[src/sv/tle_pkg.sv]
// ----------------------------------------------------------------------------
// tle_pkg: shared types and constants of the terminal line editor
// Holds the payload structs, the control state type, the control/status
// structs between the controller and the datapath, and character codes.
// ----------------------------------------------------------------------------
package tle_pkg;

  localparam int BUF_DEPTH = 64;
  localparam int IDX_W     = 6;
  localparam int LEN_W     = 7;

  localparam logic [7:0] CH_BACKSPACE = 8'h08;
  localparam logic [7:0] CH_TAB       = 8'h09;
  localparam logic [7:0] CH_LF        = 8'h0A;
  localparam logic [7:0] CH_CR        = 8'h0D;
  localparam logic [7:0] CH_ESCAPE    = 8'h1B;
  localparam logic [7:0] CH_SPACE     = 8'h20;
  localparam logic [7:0] CH_UPPER_A   = 8'h41;
  localparam logic [7:0] CH_UPPER_Z   = 8'h5A;
  localparam logic [7:0] CASE_OFFSET  = 8'h20;

  localparam logic [1:0] ESC_SKIP = 2'd2;

  localparam logic REQ_BYTE    = 1'b0;
  localparam logic REQ_RELEASE = 1'b1;

  typedef struct packed {
    logic       req_type;
    logic [7:0] rx_byte;
  } tle_req_t;

  typedef struct packed {
    logic [7:0]       char_value;
    logic [IDX_W-1:0] char_index;
    logic             is_last;
    logic             line_dropped;
  } tle_res_t;

  typedef enum logic [1:0] {
    S_IDLE,
    S_READ,
    S_LOAD
  } tle_state_e;

  // controller -> datapath
  typedef struct packed {
    logic accept_en;
    logic rd_en;
    logic load_char;
  } tle_cmd_t;

  // datapath -> controller
  typedef struct packed {
    logic emit_start;
    logic out_free;
    logic last_char;
  } tle_status_t;

endpackage

[src/sv/tle_ctrl.sv]
// ----------------------------------------------------------------------------
// tle_ctrl: line editor sequencer
// Idles while editing bytes, then walks a committed line out of the buffer,
// one buffer read and one output load per character, each load waiting for a free output register.
// ----------------------------------------------------------------------------
module tle_ctrl (
  input  logic                 clk_i,
  input  logic                 rst_ni,
  input  tle_pkg::tle_status_t status_i,
  output tle_pkg::tle_cmd_t    cmd_o
);

  tle_pkg::tle_state_e state_q, state_d;

  always_ff @(posedge clk_i or negedge rst_ni) begin
    if (!rst_ni) begin
      state_q <= tle_pkg::S_IDLE;
    end else begin
      state_q <= state_d;
    end
  end

  always_comb begin
    state_d = state_q;
    case (state_q)
      tle_pkg::S_IDLE: begin
        if (status_i.emit_start) begin
          state_d = tle_pkg::S_READ;
        end
      end
      tle_pkg::S_READ: begin
        state_d = tle_pkg::S_LOAD;
      end
      tle_pkg::S_LOAD: begin
        if (status_i.out_free) begin
          state_d = status_i.last_char ? tle_pkg::S_IDLE : tle_pkg::S_READ;
        end
      end
      default: begin
        state_d = tle_pkg::S_IDLE;
      end
    endcase
  end

  always_comb begin
    cmd_o = '0;
    case (state_q)
      tle_pkg::S_IDLE: begin
        cmd_o.accept_en = status_i.out_free;
      end
      tle_pkg::S_READ: begin
        cmd_o.rd_en = 1'b1;
      end
      tle_pkg::S_LOAD: begin
        cmd_o.load_char = status_i.out_free;
      end
      default: begin
        cmd_o = '0;
      end
    endcase
  end

endmodule

[src/sv/tle_datapath.sv]
// ----------------------------------------------------------------------------
// tle_datapath: line buffer, edit state and output register
// Decodes each accepted byte, edits the line buffer, and drives the result
// register for both character runs and dropped-line results.
// ----------------------------------------------------------------------------
module tle_datapath #(
  parameter int LINE_CAPACITY = 64
) (
  input  logic                 clk_i,
  input  logic                 rst_ni,
  input  logic                 in_valid_i,
  input  tle_pkg::tle_req_t    in_data_i,
  input  logic                 out_ready_i,
  output logic                 out_valid_o,
  output tle_pkg::tle_res_t    out_data_o,
  input  tle_pkg::tle_cmd_t    cmd_i,
  output tle_pkg::tle_status_t status_o
);

  localparam int EffCap = (LINE_CAPACITY < tle_pkg::BUF_DEPTH) ?
                          LINE_CAPACITY : tle_pkg::BUF_DEPTH;
  localparam logic [tle_pkg::LEN_W-1:0] EffCapLen = tle_pkg::LEN_W'(EffCap);

  logic [7:0] mem_q [tle_pkg::BUF_DEPTH];
  logic [7:0] rdata_q;

  logic [tle_pkg::LEN_W-1:0] len_q, len_d;
  logic [1:0]                skip_q, skip_d;
  logic                      pend_q, pend_d;
  logic [tle_pkg::IDX_W-1:0] idx_q, idx_d;
  logic [tle_pkg::LEN_W-1:0] emit_len_q, emit_len_d;
  logic                      out_valid_q, out_valid_d;
  tle_pkg::tle_res_t         out_q, out_d;

  logic       fire;
  logic [7:0] ch_fold;
  logic       wr_en;
  logic       drop_load;
  logic       emit_go;
  logic       can_store;
  logic       last_char;
  logic       out_free;

  assign fire      = in_valid_i && cmd_i.accept_en;
  assign can_store = (len_q < EffCapLen);
  assign out_free  = !out_valid_q || out_ready_i;
  assign last_char = ({1'b0, idx_q} + tle_pkg::LEN_W'(1)) == emit_len_q;

  // fold upper case to lower case
  always_comb begin
    ch_fold = in_data_i.rx_byte;
    if (in_data_i.rx_byte inside {[tle_pkg::CH_UPPER_A:tle_pkg::CH_UPPER_Z]}) begin
      ch_fold = in_data_i.rx_byte + tle_pkg::CASE_OFFSET;
    end
  end

  always_comb begin
    len_d     = len_q;
    skip_d    = skip_q;
    pend_d    = pend_q;
    wr_en     = 1'b0;
    drop_load = 1'b0;
    emit_go   = 1'b0;
    if (fire) begin
      if (in_data_i.req_type == tle_pkg::REQ_RELEASE) begin
        pend_d = 1'b0;
      end else if (skip_q != 2'd0) begin
        skip_d = skip_q - 2'd1;
      end else begin
        case (ch_fold)
          tle_pkg::CH_BACKSPACE: begin
            if (len_q != '0) begin
              len_d = len_q - tle_pkg::LEN_W'(1);
            end
          end
          tle_pkg::CH_ESCAPE: begin
            skip_d = tle_pkg::ESC_SKIP;
          end
          tle_pkg::CH_LF: begin
          end
          tle_pkg::CH_CR: begin
            if (len_q != '0) begin
              if (pend_q) begin
                drop_load = 1'b1;
              end else begin
                emit_go = 1'b1;
                pend_d  = 1'b1;
              end
              len_d = '0;
            end
          end
          tle_pkg::CH_TAB, tle_pkg::CH_SPACE: begin
            // drop leading blanks
            if (len_q != '0 && can_store) begin
              wr_en = 1'b1;
              len_d = len_q + tle_pkg::LEN_W'(1);
            end
          end
          default: begin
            if (can_store) begin
              wr_en = 1'b1;
              len_d = len_q + tle_pkg::LEN_W'(1);
            end
          end
        endcase
      end
    end
  end

  always_comb begin
    idx_d      = idx_q;
    emit_len_d = emit_len_q;
    if (emit_go) begin
      idx_d      = '0;
      emit_len_d = len_q;
    end else if (cmd_i.load_char && !last_char) begin
      idx_d = idx_q + tle_pkg::IDX_W'(1);
    end
  end

  always_comb begin
    out_d       = out_q;
    out_valid_d = out_valid_q;
    if (out_valid_q && out_ready_i) begin
      out_valid_d = 1'b0;
    end
    if (drop_load) begin
      out_d.char_value   = '0;
      out_d.char_index   = '0;
      out_d.is_last      = 1'b1;
      out_d.line_dropped = 1'b1;
      out_valid_d        = 1'b1;
    end else if (cmd_i.load_char) begin
      out_d.char_value   = rdata_q;
      out_d.char_index   = idx_q;
      out_d.is_last      = last_char;
      out_d.line_dropped = 1'b0;
      out_valid_d        = 1'b1;
    end
  end

  always_ff @(posedge clk_i) begin
    if (wr_en) begin
      mem_q[len_q[tle_pkg::IDX_W-1:0]] <= ch_fold;
    end
  end

  always_ff @(posedge clk_i) begin
    if (cmd_i.rd_en) begin
      rdata_q <= mem_q[idx_q];
    end
  end

  always_ff @(posedge clk_i or negedge rst_ni) begin
    if (!rst_ni) begin
      len_q       <= '0;
      skip_q      <= '0;
      pend_q      <= 1'b0;
      out_valid_q <= 1'b0;
    end else begin
      len_q       <= len_d;
      skip_q      <= skip_d;
      pend_q      <= pend_d;
      out_valid_q <= out_valid_d;
    end
  end

  always_ff @(posedge clk_i) begin
    idx_q      <= idx_d;
    emit_len_q <= emit_len_d;
    out_q      <= out_d;
  end

  assign out_valid_o         = out_valid_q;
  assign out_data_o          = out_q;
  assign status_o.emit_start = emit_go;
  assign status_o.out_free   = out_free;
  assign status_o.last_char  = last_char;

  a_len_bound : assert property (@(posedge clk_i) disable iff (!rst_ni)
    len_q <= EffCapLen)
    else $error("line length beyond capacity");

  a_skip_bound : assert property (@(posedge clk_i) disable iff (!rst_ni)
    skip_q <= tle_pkg::ESC_SKIP)
    else $error("skip count beyond escape length");

  a_emit_marks : assert property (@(posedge clk_i) disable iff (!rst_ni)
    emit_go |=> (pend_q && len_q == '0))
    else $error("emitted line not marked pending or buffer not restarted");

  a_idx_range : assert property (@(posedge clk_i) disable iff (!rst_ni)
    cmd_i.load_char |-> ({1'b0, idx_q} < emit_len_q))
    else $error("character index past committed length");

  a_no_edit_in_emit : assert property (@(posedge clk_i) disable iff (!rst_ni)
    (cmd_i.rd_en || cmd_i.load_char) |-> !fire)
    else $error("input transfer during line emission");

endmodule

[src/sv/terminal_line_editor.sv]
// ----------------------------------------------------------------------------
// terminal_line_editor: serial terminal command line assembler
// Edits received bytes into a command line and emits each completed line as
// a run of characters, or a dropped result while a line is still pending.
// ----------------------------------------------------------------------------
//
//   channel | direction | handshake              | payload
//   --------+-----------+------------------------+--------------------------
//   in      | input     | in_valid_i / in_ready_o | tle_req_t (req, byte)
//   out     | output    | out_valid_o / out_ready_i | tle_res_t (one char)
//
// Edit bytes and releases are accepted back to back while the editor idles
// and the output register is free or being drained.
// A committed line is emitted with one buffer read and one output register
// load per character, as the line buffer has a single read port.
// Input is held off during emission and while a full output register stalls.
// Reset clears length, skip count, pending mark and output valid; the line
// buffer needs no clearing.
// ----------------------------------------------------------------------------
module terminal_line_editor #(
  parameter int LINE_CAPACITY = 64
) (
  input  logic              clk_i,
  input  logic              rst_ni,
  input  logic              in_valid_i,
  output logic              in_ready_o,
  input  tle_pkg::tle_req_t in_data_i,
  output logic              out_valid_o,
  input  logic              out_ready_i,
  output tle_pkg::tle_res_t out_data_o
);

  tle_pkg::tle_cmd_t    cmd;
  tle_pkg::tle_status_t status;

  tle_ctrl u_ctrl (
    .clk_i    (clk_i),
    .rst_ni   (rst_ni),
    .status_i (status),
    .cmd_o    (cmd)
  );

  tle_datapath #(
    .LINE_CAPACITY (LINE_CAPACITY)
  ) u_datapath (
    .clk_i       (clk_i),
    .rst_ni      (rst_ni),
    .in_valid_i  (in_valid_i),
    .in_data_i   (in_data_i),
    .out_ready_i (out_ready_i),
    .out_valid_o (out_valid_o),
    .out_data_o  (out_data_o),
    .cmd_i       (cmd),
    .status_o    (status)
  );

  assign in_ready_o = cmd.accept_en;

endmodule

[config.mk]
export PLATFORM = sky130hd
export DESIGN_NAME = terminal_line_editor
export DESIGN_NICKNAME = d
export VERILOG_FILES = /design/src/sv/tle_pkg.sv /design/src/sv/tle_ctrl.sv /design/src/sv/tle_datapath.sv /design/src/sv/terminal_line_editor.sv
export SDC_FILE = /design/constraint.sdc
export NUM_CORES = 1
export LEC_CHECK = 0
export BUFFER_PORTS_ARGS = -buffer_cell sky130_fd_sc_hd__buf_2
export CAP_MARGIN = 40
export CORE_ASPECT_RATIO = 0.75
export CORE_UTILIZATION = 62
export DETAILED_ROUTE_END_ITERATION = 6
export HOLD_SLACK_MARGIN = 0.05
export PLACE_DENSITY = 0.79
export RECOVER_POWER = 50
export SETUP_SLACK_MARGIN = 0.05
export SLEW_MARGIN = 10
export SYNTH_ARGS = -nofsm -noshare
export SYNTH_HDL_FRONTEND = slang
export SYNTH_HIERARCHICAL = 1
export SYNTH_SLANG_ARGS = --single-unit
export TNS_END_PERCENT = 5
[constraint.sdc]
create_clock -name clk_i -period 3.3 [get_ports clk_i]
set_input_delay 0.33 -clock clk_i [delete_from_list [all_inputs] [get_ports clk_i]]
set_output_delay 0.33 -clock clk_i [all_outputs]
set_load 0.03 [all_outputs]
==> flow_summary_export.csv <==
group,metric,value,unit
power,intPower,12.2,mW
setup_path,worst_r2r_endpoint,"u_datapath/rdata_q[5]",
detailed_routing,post_drt_via_cell_ratio,6.71,
synth,number_of_flip_flops_and_latches_in_the_synthesized_netlist,562,
detailed_routing,wl,50.5,mm
clocking,post-cts-setup-buffer-count,0,
setup_path,crit_path_max_incr_delay,0.80,ns
setup_path,r2r-start,"u_datapath/idx_q[0]",
setup_path,cp_cell_sequence,"clkbuf_1, buf_4, a21oi_1, o32ai_1, o21bai_4, clkbuf_2",
global_route,grtUsageTotal,28.2,%
floorplanning,initial_core_util,63.7,%
global_route,grt_pass1_vias,11800,
floorplanning,placementRows,59,
clocking,number_of_buffers_added_by_the_clock_tree_synthesis_step,49,
global_route,initial_antenna_violation_count,2,
placement,detailedPlacementHpwl,31.3,mm
setup_path,worstSetupStartpointType,"input port",
global_route,grt_max_degree,65,
sta,finalMaxSlewViolations,0,
placement,buffer_ports.inserted,30,
synth,synthesis.yosys.warnings,6,
sta,fmax,354,MHz
placement,place.gp.congestion,0.893,
setup_path,critPathMaxFanout,64,
power,standby_leakage_power,8.09,nW
clocking,clk-insertion-delay-late,0.57,ns
outcome,run_status,"completed",
synth,synth_edf_count,527,
cells_and_area,final_net_count,1294,
floorplanning,die-height,167,µm
setup_path,critical_path_arrival,2.82,ns
global_route,grt_remaining_overflow,0,
floorplanning,placeableCoreArea,0.0351,mm²
min_path,hp-start,"in_valid_i",
synth,syn-instance-count,1142,
clocking,tritoncts_num_sinks,562,
setup_path,r2r.worst_path.cells,6,
power,power.switching_fraction,24.4,%
power,power_per_cell_area,641,mW/mm²
setup_path,setup.worst_path.start,"in_data_i[1]",
clocking,register_clock_pin_slew_on_the_reported_worst_setup_and_hold_paths,0.06,ns
power,power.net_switching,3.95,mW
setup_path,critPathKind,"in2reg",
min_path,hold_class,"in2reg",
power,share_comb_of_total_power,14.3,%
floorplanning,floorplan.die_area,0.0369,mm²
setup_path,worst-path-buf-inv,3,
setup_path,cpLargestDelayFamily,"buffers and inverters",
job,maxCapViolCount,0,
detailed_routing,drt.antenna.violating_nets,0,
detailed_routing,drt_first_pass_iters,5,
power,worst_ir_drop_vdd,0.671,mV
global_route,wire_length_of_the_first_global_routing_pass,75.1,mm
synth,synth.net_count,1165,
sta,tns,0,ns
power,share_seq_of_total_power,50.0,%
cells_and_area,post_route_cells_drive_above_1_share,26.4,%
detailed_routing,drcViolationCount,0,
floorplanning,io-pin-count,31,
setup_path,critPathCaptureType,"flip-flop",
cells_and_area,final_common_cell,"edfxtp_1",
sta,final_worst_path_period_need,2.82,ns
sta,fin_crit_sh,85.5,%
detailed_routing,route.detailed.wl_per_inst,28.5,µm
synth,syn_area,0.0224,mm²
clocking,cts_tree,"built",
cells_and_area,commonest_non_fill_non_tap_cells_in_the_layout,"527 x edfxtp_1, 128 x mux4_2, 100 x nor2_1",
sta,relSlewSlack,0.934,%
setup_path,worst_setup_endpoint,"u_datapath/mem_q[56][5]",
sta,rsz0062_at_grt,"false",
power,power_frac_clock,35.7,%
clocking,htreeDepth,2,
synth,yosysSeqAreaShare,74.2,%
synth,synth.avg_cell_area,19.6,µm²
synth,asyncSetResetFlopFracSynth,2.31,%
setup_path,regToRegSetupSlack,0.54,ns
synth,most_used_flip_flop_cell_after_synthesis,"edfxtp_1",
cells_and_area,area_delta_synth_final,12.8,%
sta,number_of_hold_violations_in_the_final_report,0,
sta,timing_worst_slew_pin_value,1.49,ns
detailed_routing,dr.first_iter.drc_count,1396,
detailed_routing,routed-via-count,11900,
placement,placedCellCount,1673,
cells_and_area,post_layout_nonfiller_instances,1769,
clocking,max-clock-path-buffers,3,
cells_and_area,antenna_cells_inserted,0,
setup_path,cp_data_required_time,3.30,ns
clocking,clockRootBuffer,"clkbuf_16",
floorplanning,die_width,221,µm
setup_path,cp_num_cells,6,
sta,clock-skew-final,0.00843,ns
setup_path,critical_path.slowest_cell,"clkbuf_2",
sta,setup_violations,0,
synth,synth.lib_cells_used.distinct,73,
registers in the layout (all words and copies together), names as in the netlist:
register / cells
u_datapath/out_data_o: 16
u_datapath/len_q: 7
u_datapath/emit_len_q: 7
u_ctrl/state_q: 2
u_datapath/pend_q: 1
u_datapath/mem_q: 512
u_datapath/skip_q: 2
u_datapath/idx_q: 6
u_datapath/rdata_q: 8
u_datapath/out_valid_o: 1
per-stage QoR:
step	total power, mW	hold WS, ns	setup WS [ns]	utilization [%]	instance area (µm²)
floorplan	9.78	0.0344	0.239	-	22400
global placement	10.5	0.240	0.610	67.3	23600
detailed placement	10.5	0.250	0.501	67.3	23700
CTS	16.2	0.0795	0.577	72.0	25300
global route	16.6	0.194	0.381	71.9	25200
finish	16.2	0.198	0.478	71.9	25200
power by group through the flow:
stage / Sequential (mW) / Combinational [mW] / Clock, mW
4_1_cts: 8.10 / 2.32 / 5.83
3_5_place_dp: 8.25 / 2.30 / 0
5_1_grt: 8.11 / 2.43 / 6.10
2_1_floorplan: 8.18 / 1.59 / 0
6_report: 8.10 / 2.32 / 5.77
3_3_place_gp: 8.24 / 2.25 / 0
cells in the mapped netlist (9+ instances only):
master,count,area share [%]
buf_2,26,0.58
mux4_2,128,13
a21oi_1,17,0.38
o22ai_1,33,0.92
buf_1,11,0.18
ha_1,9,0.50
dfxtp_1,22,2.0
nor2_1,100,1.7
a22o_1,14,0.55
nand2_1,22,0.37
nand2b_1,15,0.42
a221oi_1,14,0.55
dfrtp_1,13,1.5
clkbuf_1,13,0.22
mux2i_1,22,0.98
edfxtp_1,527,71
nor3_1,13,0.29
layer usage:
| metal | GRT usage (%) | up-vias | wire length [µm] |
|---|---|---|---|
| li1 | - | 4968 | - |
| met1 | 41.8 | 6075 | 20400 |
| met2 | 42.5 | 719 | 23000 |
| met3 | 6.74 | 100 | 5710 |
| met4 | 8.51 | 2 | 1310 |
| met5 | 0 | - | 19 |
area by class of cell:
type                       instances  area (µm²)
tap                              457         572
sequential                       562       16600
clock inverter                    30         253
multi-input combinational        510        5420
inverter                           5        18.8
fill                            2033        9890
timing repair buffer             143        1010
clock buffer                      62        1380
how the worst min path moves through the flow:
stage / end / slack, ns / cells after the start
after detailed placement: u_datapath/skip_q[1] / 0.25 / 1
after global placement: u_datapath/skip_q[1] / 0.24 / 1
after floorplan: u_ctrl/state_q[0] / 0.03 / 0
after CTS: u_datapath/mem_q[50][3] / 0.08 / 1
final: u_datapath/skip_q[1] / 0.20 / 4
after global routing: u_datapath/mem_q[50][3] / 0.19 / 1
what timing repair did:
action	CTS	global route
hold buffers	3	0
endpoints found under the setup margin	0	0
endpoints found under the hold margin	14	0
resized for setup	0	0
logic make-up after synthesis:
group           count (synthesis)  synth area share, %
flops                         562                 74.2
simple gates                  213                 5.00
mux                           156                 14.2
compound gates                121                 3.99
buf+inv                        70                 1.69
xor+xnor                       10                0.391
fa+ha+maj                      10                0.593
worst min-delay path, delay by kind of cell:
kind | cells | cell delay [ns]
buf+inv | 1 | 0.12
simple gates | 1 | 0.06
compound gates | 1 | 0.13
mux | 1 | 0.08
No activity file was read; power rests on OpenSTA's default activity.
